===== src/rtl/core/csvq_pkg.sv =====
package csvq_pkg;

  localparam logic [7:0] NEWLINE_BYTE = 8'h0A;
  localparam logic [7:0] QUOTE_RESET  = 8'd34;
  localparam logic [7:0] ESCAPE_RESET = 8'd96;

  localparam logic REG_QUOTE  = 1'b0;
  localparam logic REG_ESCAPE = 1'b1;

  localparam int PUSH_MAX   = 3;
  localparam int FIFO_DEPTH = 4;
  localparam int PTR_W      = $clog2(FIFO_DEPTH);
  localparam int CNT_W      = $clog2(FIFO_DEPTH + 1);

  typedef struct packed {
    logic [7:0] data;
    logic       last;
  } item_t;

  typedef struct packed {
    logic [1:0]              count;
    item_t [PUSH_MAX-1:0]    items;
  } push_t;

  typedef struct packed {
    logic [7:0] win0;
    logic [7:0] win1;
    logic [1:0] held;
    logic       skip;
    logic       in_string;
  } win_state_t;

endpackage


===== src/rtl/core/csvq_decide.sv =====
module csvq_decide
  import csvq_pkg::*;
(
  input  win_state_t st,
  input  logic [7:0] data_byte,
  input  logic       last_byte,
  input  logic [7:0] quote_char,
  input  logic [7:0] escape_char,
  output win_state_t st_next,
  output push_t      push
);

  logic [7:0] d0;
  logic [7:0] b1_new;
  logic       skip_new;
  logic       ins_new;
  logic       q0;
  logic       q1;
  logic       q2;
  logic       full;

  assign q0   = (st.win0 == quote_char);
  assign q1   = (st.win1 == quote_char);
  assign q2   = (data_byte == quote_char);
  assign full = st.held[1];

  always_comb begin
    d0       = st.win0;
    b1_new   = st.win1;
    skip_new = st.skip;
    ins_new  = st.in_string;
    if (st.skip) begin
      skip_new = 1'b0;
    end else if (st.win0 == NEWLINE_BYTE) begin
      ins_new = 1'b0;
    end else if (q0 && q1) begin
      if (st.in_string) begin
        d0 = escape_char;
      end else if (q2) begin
        b1_new = escape_char;
      end
      skip_new = 1'b1;
    end else if (q0) begin
      ins_new = !st.in_string;
    end
  end

  always_comb begin
    st_next = st;
    push    = '0;
    if (!last_byte) begin
      if (!full) begin
        if (st.held[0]) begin
          st_next.win1 = data_byte;
        end else begin
          st_next.win0 = data_byte;
        end
        st_next.held = st.held + 2'd1;
      end else begin
        push.count          = 2'd1;
        push.items[0]       = '{data: d0, last: 1'b0};
        st_next.win0        = b1_new;
        st_next.win1        = data_byte;
        st_next.held        = 2'd2;
        st_next.skip        = skip_new;
        st_next.in_string   = ins_new;
      end
    end else begin
      st_next = '0;
      if (full) begin
        push.count    = 2'd3;
        push.items[0] = '{data: d0, last: 1'b0};
        push.items[1] = '{data: b1_new, last: 1'b0};
        push.items[2] = '{data: data_byte, last: 1'b1};
      end else if (st.held[0]) begin
        push.count    = 2'd2;
        push.items[0] = '{data: st.win0, last: 1'b0};
        push.items[1] = '{data: data_byte, last: 1'b1};
      end else begin
        push.count    = 2'd1;
        push.items[0] = '{data: data_byte, last: 1'b1};
      end
    end
  end

endmodule


===== src/rtl/core/csvq_fifo.sv =====
module csvq_fifo
  import csvq_pkg::*;
(
  input  logic  clk,
  input  logic  rst,
  input  push_t push,
  output logic  room,
  output logic  out_valid,
  input  logic  out_ready,
  output item_t out_item
);

  item_t             mem [FIFO_DEPTH];
  logic [PTR_W-1:0]  wr_ptr;
  logic [PTR_W-1:0]  rd_ptr;
  logic [CNT_W-1:0]  count;
  logic              pop;

  assign out_valid = (count != '0);
  assign pop       = out_valid && out_ready;
  assign out_item  = mem[rd_ptr];
  assign room      = (count <= CNT_W'(FIFO_DEPTH - PUSH_MAX));

  always_ff @(posedge clk) begin
    for (int k = 0; k < PUSH_MAX; k++) begin
      if (2'(k) < push.count) begin
        mem[wr_ptr + PTR_W'(k)] <= push.items[k];
      end
    end
  end

  always_ff @(posedge clk) begin
    if (rst) begin
      wr_ptr <= '0;
      rd_ptr <= '0;
      count  <= '0;
    end else begin
      wr_ptr <= wr_ptr + PTR_W'(push.count);
      if (pop) begin
        rd_ptr <= rd_ptr + PTR_W'(1);
      end
      count <= count + CNT_W'(push.count) - CNT_W'(pop);
    end
  end

endmodule


===== src/rtl/core/csv_quote_escape_rewriter.sv =====
// Channel   Handshake              Payload
// in        in_valid / in_ready    data_byte, last_byte
// out       out_valid / out_ready  out_byte, out_last
// cfg       cfg_we                 cfg_index, cfg_data
//
// One byte accepted per cycle while in_ready is high; a transfer writes its results
// into a four-entry output queue, up to three for a last byte. The queue drains one
// per cycle while out_ready is high; in_ready is low while fewer than three slots are free.
// rst (synchronous) clears the window, flags and queue and loads the register defaults.
// An output stall fills the queue and then holds off input.
module csv_quote_escape_rewriter
  import csvq_pkg::*;
(
  input  logic       clk,
  input  logic       rst,
  input  logic       in_valid,
  output logic       in_ready,
  input  logic [7:0] data_byte,
  input  logic       last_byte,
  output logic       out_valid,
  input  logic       out_ready,
  output logic [7:0] out_byte,
  output logic       out_last,
  input  logic       cfg_we,
  input  logic       cfg_index,
  input  logic [7:0] cfg_data
);

  logic [7:0] quote_char;
  logic [7:0] escape_char;
  win_state_t st;
  win_state_t st_next;
  push_t      push_raw;
  push_t      push;
  item_t      out_item;
  logic       accept;

  assign accept = in_valid && in_ready;
  assign push   = accept ? push_raw : '0;

  always_ff @(posedge clk) begin
    if (rst) begin
      quote_char  <= QUOTE_RESET;
      escape_char <= ESCAPE_RESET;
    end else if (cfg_we) begin
      unique case (cfg_index)
        REG_QUOTE:  quote_char  <= cfg_data;
        REG_ESCAPE: escape_char <= cfg_data;
        default:    quote_char  <= quote_char;
      endcase
    end
  end

  always_ff @(posedge clk) begin
    if (rst) begin
      st <= '0;
    end else if (accept) begin
      st <= st_next;
    end
  end

  csvq_decide u_decide (
    .st          (st),
    .data_byte   (data_byte),
    .last_byte   (last_byte),
    .quote_char  (quote_char),
    .escape_char (escape_char),
    .st_next     (st_next),
    .push        (push_raw)
  );

  csvq_fifo u_fifo (
    .clk       (clk),
    .rst       (rst),
    .push      (push),
    .room      (in_ready),
    .out_valid (out_valid),
    .out_ready (out_ready),
    .out_item  (out_item)
  );

  assign out_byte = out_item.data;
  assign out_last = out_item.last;

`ifndef SYNTHESIS
  a_flush_clears: assert property (@(posedge clk) disable iff (rst)
    accept && last_byte |=> st.held == 2'd0 && !st.in_string && !st.skip)
    else $error("state not cleared after last byte");

  a_held_range: assert property (@(posedge clk) disable iff (rst)
    st.held != 2'd3)
    else $error("held count out of range");

  a_skip_full: assert property (@(posedge clk) disable iff (rst)
    st.skip |-> st.held == 2'd2)
    else $error("skip pending without full window");

  a_result_follows: assert property (@(posedge clk) disable iff (rst)
    accept && (last_byte || st.held[1]) |=> out_valid)
    else $error("missing result after transfer");
`endif

endmodule


===== config.mk =====
export PLATFORM = sky130hd
export DESIGN_NAME = csv_quote_escape_rewriter
export DESIGN_NICKNAME = d
export VERILOG_FILES = /design/src/rtl/core/csvq_pkg.sv /design/src/rtl/core/csvq_decide.sv /design/src/rtl/core/csvq_fifo.sv /design/src/rtl/core/csv_quote_escape_rewriter.sv
export SDC_FILE = /design/constraint.sdc
export NUM_CORES = 1
export LEC_CHECK = 0
export BUFFER_PORTS_ARGS = -buffer_cell sky130_fd_sc_hd__buf_2
export CAP_MARGIN = 20
export CORE_UTILIZATION = 45
export DETAILED_ROUTE_END_ITERATION = 12
export PLACE_DENSITY = 0.7
export REMOVE_ABC_BUFFERS = 1
export SLEW_MARGIN = 20
export SYNTH_ARGS = -nofsm -noshare
export SYNTH_HDL_FRONTEND = slang
export SYNTH_SLANG_ARGS = --single-unit
export TNS_END_PERCENT = 30

===== constraint.sdc =====
create_clock -name clk -period 3.81 [get_ports clk]
set_input_delay 0.1905 -clock clk [delete_from_list [all_inputs] [get_ports clk]]
set_output_delay 0.1905 -clock clk [all_outputs]
set_load 0.03 [all_outputs]

Yosys cells after proc, flatten, opt, wreduce, memory -nomap -nowiden
Memories as Yosys holds them, arrays and structs flattened. A register that Yosys moved wholly into a read port is not among the register bits.
Index checks and enable logic that the tools add are counted.
Widths: inputs -> output; s select.
{ "totals": {"in_bits": 23, "mem_bits_rw": 36, "regBits": 43, "mem_count": 1, "elab_cells": 85, "out_inout_bits": 11} }
{ "memory_table": {"columns": ["memory", "words", "word_bits", "read_ports", "rd_ports_with_merged_regs", "wr", "line", "text"], "rows": [
  ["u_fifo.mem", 4, 9, 1, 1, 3, "csvq_fifo.sv:13", "item_t mem [FIFO_DEPTH];"]
]} }
{ "classes": {"order_cmp": 4, "muxes": 41, "n_bitwise": 1, "add_sub_neg": 7, "n_eq_ne": 7, "reduce_logical": 14} }
{ "op_table": {"columns": ["cell", "count"], "rows": [
  ["$mux 8", 11],
  ["$mux 18", 3],
  ["$mux 9", 5],
  ["$mux 29", 1],
  ["$eq 8x8->1", 3],
  ["$mux 20", 1],
  ["$mux 1", 14],
  ["$mux 2", 6],
  ["$reduce_and 2->1", 5],
  ["$reduce_bool 3->1", 3],
  ["$eq 8x4->1 const B", 1],
  ["$add 2x1->2 const B", 3],
  ["$ne 3x2->1 const B", 2],
  ["$reduce_and 5->1", 1],
  ["$lt 1x2->1 const A", 2],
  ["$add 3x2->3", 1],
  ["$le 3x1->1 const B", 1],
  ["$logic_and 1x1->1", 3],
  ["$sub 3x1->3", 1],
  ["$add 2x2->2", 1],
  ["$add 2x2->2 const B", 1],
  ["$lt 2x2->1 const A", 1],
  ["$ne 2x2->1 const B", 1],
  ["$reduce_bool 2->1", 1],
  ["other kinds (2)", 2]
]} }

Logic depth before layout (Yosys ltp)
{ "depth": {"depth_word": 12, "ltp_mapped": 11, "depth_no_buf": 11} }

Modules after synthesis
Synthesis repeated with hierarchy kept, for this count alone.
{ "unflattened": {"hier_cells": 663, "area_unflattened_um2": 5871.9} }
{ "by_module_without_submodules": {"columns": ["module", "area_each_um2", "instances", "cells_per_inst"], "rows": [
  ["csvq_fifo", 2616.3, 1, 265],
  ["csv_quote_escape_rewriter", 1851.8, 1, 193],
  ["csvq_decide", 1403.8, 1, 205]
]} }

Worst setup path before layout
No wires, ideal clock.
{ "synth_path": {"path_kind": "reg-to-reg", "from": "register u_fifo.count[2]", "to": "register u_fifo.count[2]", "t_required_ps": 3682, "stages_incl_launch_ff": 12, "setup_ps": 128, "n_path_buf": 0, "synth_period_minus_slack_ps": 2778, "t_arrival_ps": 2651, "path_slack_ps": 1032, "cell_sequence": "dfxtp_1 nor2_1 nand2_1 and2_1 ha_1 inv_1 ha_1 inv_1 fa_1 xnor2_1 xnor2_1 nor2_1"} }
{ "synth_between": {"elab_chain_cells": 5} }
{ "synth_rtl": {"columns": ["item", "line", "text"], "rows": [
  ["start, declared", "csvq_fifo.sv:16", "logic [CNT_W-1:0] count;"],
  ["start signal, assigned", "csvq_fifo.sv:42", "count <= count + CNT_W'(push.count) - CNT_W'(pop);"],
  ["$le 3x1->1", "csvq_fifo.sv:22", "assign room = (count <= CNT_W'(FIFO_DEPTH - PUSH_MAX));"],
  ["via in_ready", "csv_quote_escape_rewriter.sv:17", "output logic in_ready,"],
  ["$logic_and 1x1->1", "csv_quote_escape_rewriter.sv:38", "assign accept = in_valid && in_ready;"],
  ["$mux 29", "csv_quote_escape_rewriter.sv:39", "assign push = accept ? push_raw : '0;"],
  ["$add 3x2->3", "csvq_fifo.sv:42", null],
  ["$sub 3x1->3", "csvq_fifo.sv:42", null]
]} }
The timed path passes the listed nets, and every way through them passes these cells.
A chain may end at the register's enable or synchronous reset.

==> summary.md <==
| Metric | Value |
|---|---|
| Drt total wl | about 12 mm |
| R2r setup slk | roughly 800 ps |
| DRT iter0 DRCs | 351 |
| Vias | roughly 3900 |
| Final setup fails | 0 |
| Max Slew Vio Count | 0 |
| Worst-Skew Late Latency | 360 ps |
| Largest cells by area after synthesis | edfxtp_1 (24%), dfxtp_1 (20%), nand2_1 (7.5%) |
| Final HPWL DP | about 8.6 mm |
| Layout area overhead | 9.22% |
| Die area | between 0.01 and 0.015 sq mm |
| Inserted Diodes | 0 |
| Ys Warns | 0 |
| GP Congestion | 0.906 |
| Period minus WS final | 3010 ps |
| Cell taking the most area after synthesis | edfxtp_1 |
| Post-CTS setup buffers | 0 |
| CTS tree | done |
| Crit-path slowest cell | and3_1 |
| Die Ht | between 100 and 150 um |
| Tightest Pin Transition | between 1000 and 1500 ps |
| Hold_buf cts | 0 |
| # IOs | 34 |
| Flops & latches, synth | 81 |
| Dpl ws | ~820 ps |
| Total grt overflow | 0 |
| CORE AREA | around 0.01 sq mm |
| Total GRT Usage | 0.243 |
| Initial antenna violation count | 0 |
| Top cell type's share of synthesized area | 0.236 |
| Top cell family by delay on the critical path | simple AND/OR/NAND/NOR gates |
| Mean Syn Cell Area | between 9 and 10 sq um |
| Setup WS post-layout | approximately 800 ps |
| RSZ-0062 raised after global routing | false |
| Setup crit start kind | flop |
| Type of the tightest min-delay check | in2reg |
| Post-cts resize count | 0 |
| Layout Cells excl Fill | 648 |
| Vias per inst | 5.96 |
| Post-DRT Antenna Nets | 0 |
| Primary FF master, synth | dfxtp_1 |
| Final Cell Area | ~0.005 sq mm |
| Maximum vdd drop | about 200 uV |
| Ys async rst share | 0 |
| Max Clock Skew | between 15 and 20 ps |
| Root Buffer | clkbuf_8 |
| Row count | 36 |
| Clock Sinks | 81 |
| Cell area after synthesis | approximately 0.0046 sq mm |
| Slew Limit Headroom | 0.305 |
| Status | completed |
| Vias in the first global route | approximately 3800 |
| Share of layout cells above drive strength 1 | 0.151 |
| Worst hold slack | between 50 and 60 ps |
| Largest net degree at the start of global routing | 35 |
| DR WL/cell | ~18 um |
| Placed Area | 0.00481 sq mm |
| Nets | between 500 and 600 |
| Crit end category | flop |
| Sequential cell area fraction in the yosys report | 0.433 |
| Setup TNS | 0 ps |
| CP max stage delay | approximately 460 ps |
| DR pass1 iterations | 5 |
| Pleak | between 1.5 and 2 nW |
| EDFF count, synth | 36 |
| Period utilisation layout | 0.789 |
| Req. time, crit path | roughly 3900 ps |
| Max Clock Freq | between 0.3 and 0.4 GHz |
| Cell count after placement | 632 |
| Maximum root-to-sink buffer count | 2 |
| Worst path buffer plus inverter count | 0 |
| Reg clk slew, reported paths | around 90 ps |
| Cell Pwr Density | about 500 mW/mm^2 |
| Remaining DRCs | 0 |
| Port Buffer Count | 33 |
| Initial core utilization | 0.466 |
| Fill count | around 970 |
| DIE WIDTH | 103 um |
| Crit-path cells | xor2_1 -> nor4_1 -> and4bb_1 -> and3_1 -> mux2_1 -> mux2i_2 -> o221ai_1 |
| Final Hold Vio Count | 0 |
| WS Path Type | reg2reg |
| Number of library cell types mapped by synthesis | 54 |
| First-pass GRT wire length | roughly 19 mm |
| H-Tree Depth | 3 |
| Num CTS Buffers | 9 |
| # Max-Cap Violations | 0 |
| Crit path arrival time | roughly 3100 ps |
| Maximum fanout along the worst path | 9 |
| Synth Instances | between 400 and 500 |
-- registers in the layout, summed over array words and instances (netlist names), named ones only --
register and flops:
u_fifo.mem 36, u_fifo.wr_ptr 2, quote_char 8, escape_char 8, u_fifo.rd_ptr 2, u_fifo.count 3
st 20
-- final cells by class --
class                   count  area, sq um  share of cell area
clock buffers              11          131              0.0263
well taps                 133          166              0.0333
clock inverters             5         56.3              0.0113
multi-input cells         370         2420               0.484
flip-flops and latches     81         1980               0.397
repair buffers             38          203              0.0406
inverters                  10         37.5             0.00751
-- logic make-up after synthesis --
logic type / Yosys count / share of synthesized area
adders and majority gates: 5 / 0.0153
xor gates and xnor gates: 30 / 0.0574
and+or+nand+nor: 183 / 0.180
AOI/OAI and AO/OA: 125 / 0.185
muxes: 27 / 0.0905
DFF: 81 / 0.433
buffers and inverters: 43 / 0.0377
-- path summary, 6_finish.rpt --
path | cells past startpoint | to | from
setup / recovery | 7 | u_fifo.mem[0][5] | quote_char[5]
hold / removal | 3 | escape_char[6] | cfg_data[6]
setup reg to reg | 7 | u_fifo.mem[0][5] | quote_char[5]
hold reg to reg | 2 | escape_char[1] | escape_char[1]
-- power breakdown --
| part | internal [mW] | switching [mW] | leakage [nW] |
|---|---|---|---|
| Combinational | 0.303 | 0.437 | 1.01 |
| Clock | 0.302 | 0.323 | 0.0895 |
| Sequential | 1.01 | 0.110 | 0.702 |
-- per-layer routing --
| metal | share of wire | vias to the layer above | wire length, um | track usage |
|---|---|---|---|---|
| li1 | - | 1850 | - | - |
| met1 | 0.45 | 1812 | 5290 | 0.326 |
| met2 | 0.47 | 179 | 5590 | 0.405 |
| met3 | 0.067 | 20 | 794 | 0.0407 |
| met4 | 0.015 | 0 | 172 | 0.0683 |
| met5 | 0 | - | 0 | 0 |
-- synthesized netlist by cell type, types with 3 or more instances --
| library cell | number |
|---|---|
| nor2b_1 | 7 |
| a221oi_1 | 6 |
| inv_1 | 10 |
| dfxtp_1 | 45 |
| mux2i_1 | 3 |
| nor2_1 | 41 |
| edfxtp_1 | 36 |
| or3_1 | 4 |
| ha_1 | 4 |
| xnor2_1 | 16 |
| o221ai_1 | 31 |
| mux4_2 | 9 |
| nand4_1 | 3 |
| clkbuf_1 | 29 |
| mux2_2 | 9 |
| xor2_1 | 14 |
| mux2i_2 | 5 |
| nor4_1 | 5 |
| nand2_1 | 92 |
| o21ai_0 | 24 |
| a22o_1 | 8 |
| and2_1 | 5 |
| nand2b_1 | 6 |
| nor3_1 | 3 |
| nand3_1 | 7 |
| a21oi_1 | 36 |
-- worst reg2reg max path: cells and delay by family, from the launching register on --
family                    cells  cell delay [ps]
and+or+nand+nor               3             1310
muxes                         2              680
DFF                           1              360
AOI/OAI and AO/OA             1              200
xor gates and xnor gates      1              160
-- placed cells by master (no fill, tap or decap), types with 2 or more instances in the layout --
master	Yosys	final
nand3_1	7	7
nand2b_1	6	6
nand2_1	92	92
xor2_1	14	14
nor3_1	3	3
a221oi_1	6	6
o211ai_1	2	2
mux2_2	9	9
o221ai_1	31	31
edfxtp_1	36	36
mux2i_2	5	5
a21oi_1	36	36
nor4_1	5	5
ha_1	4	4
buf_4	1	5
clkbuf_1	29	2
nor2_1	41	41
a22o_1	8	8
a32o_1	2	2
clkbuf_8	0	9
o22ai_1	2	2
mux4_2	9	9
or3_1	4	4
a21boi_0	2	2
and2_1	5	5
o21ai_0	24	24
inv_1	10	10
buf_2	0	33
dfxtp_1	45	45
o21ai_1	2	2
or4_1	2	2
mux2i_1	3	3
nand4_1	3	3
xnor2_1	16	16
and3_1	2	2
nor2b_1	7	7
-- stage by stage --
| step | power (mW) | utilization |
|---|---|---|
| floorplan | 1.65 | - |
| global placement | 1.86 | 0.490 |
| detailed placement | 1.88 | 0.490 |
| CTS | 2.49 | 0.509 |
| global route | 2.62 | 0.509 |
| finish | 2.48 | 0.509 |
(Power assumes the default switching activity.)
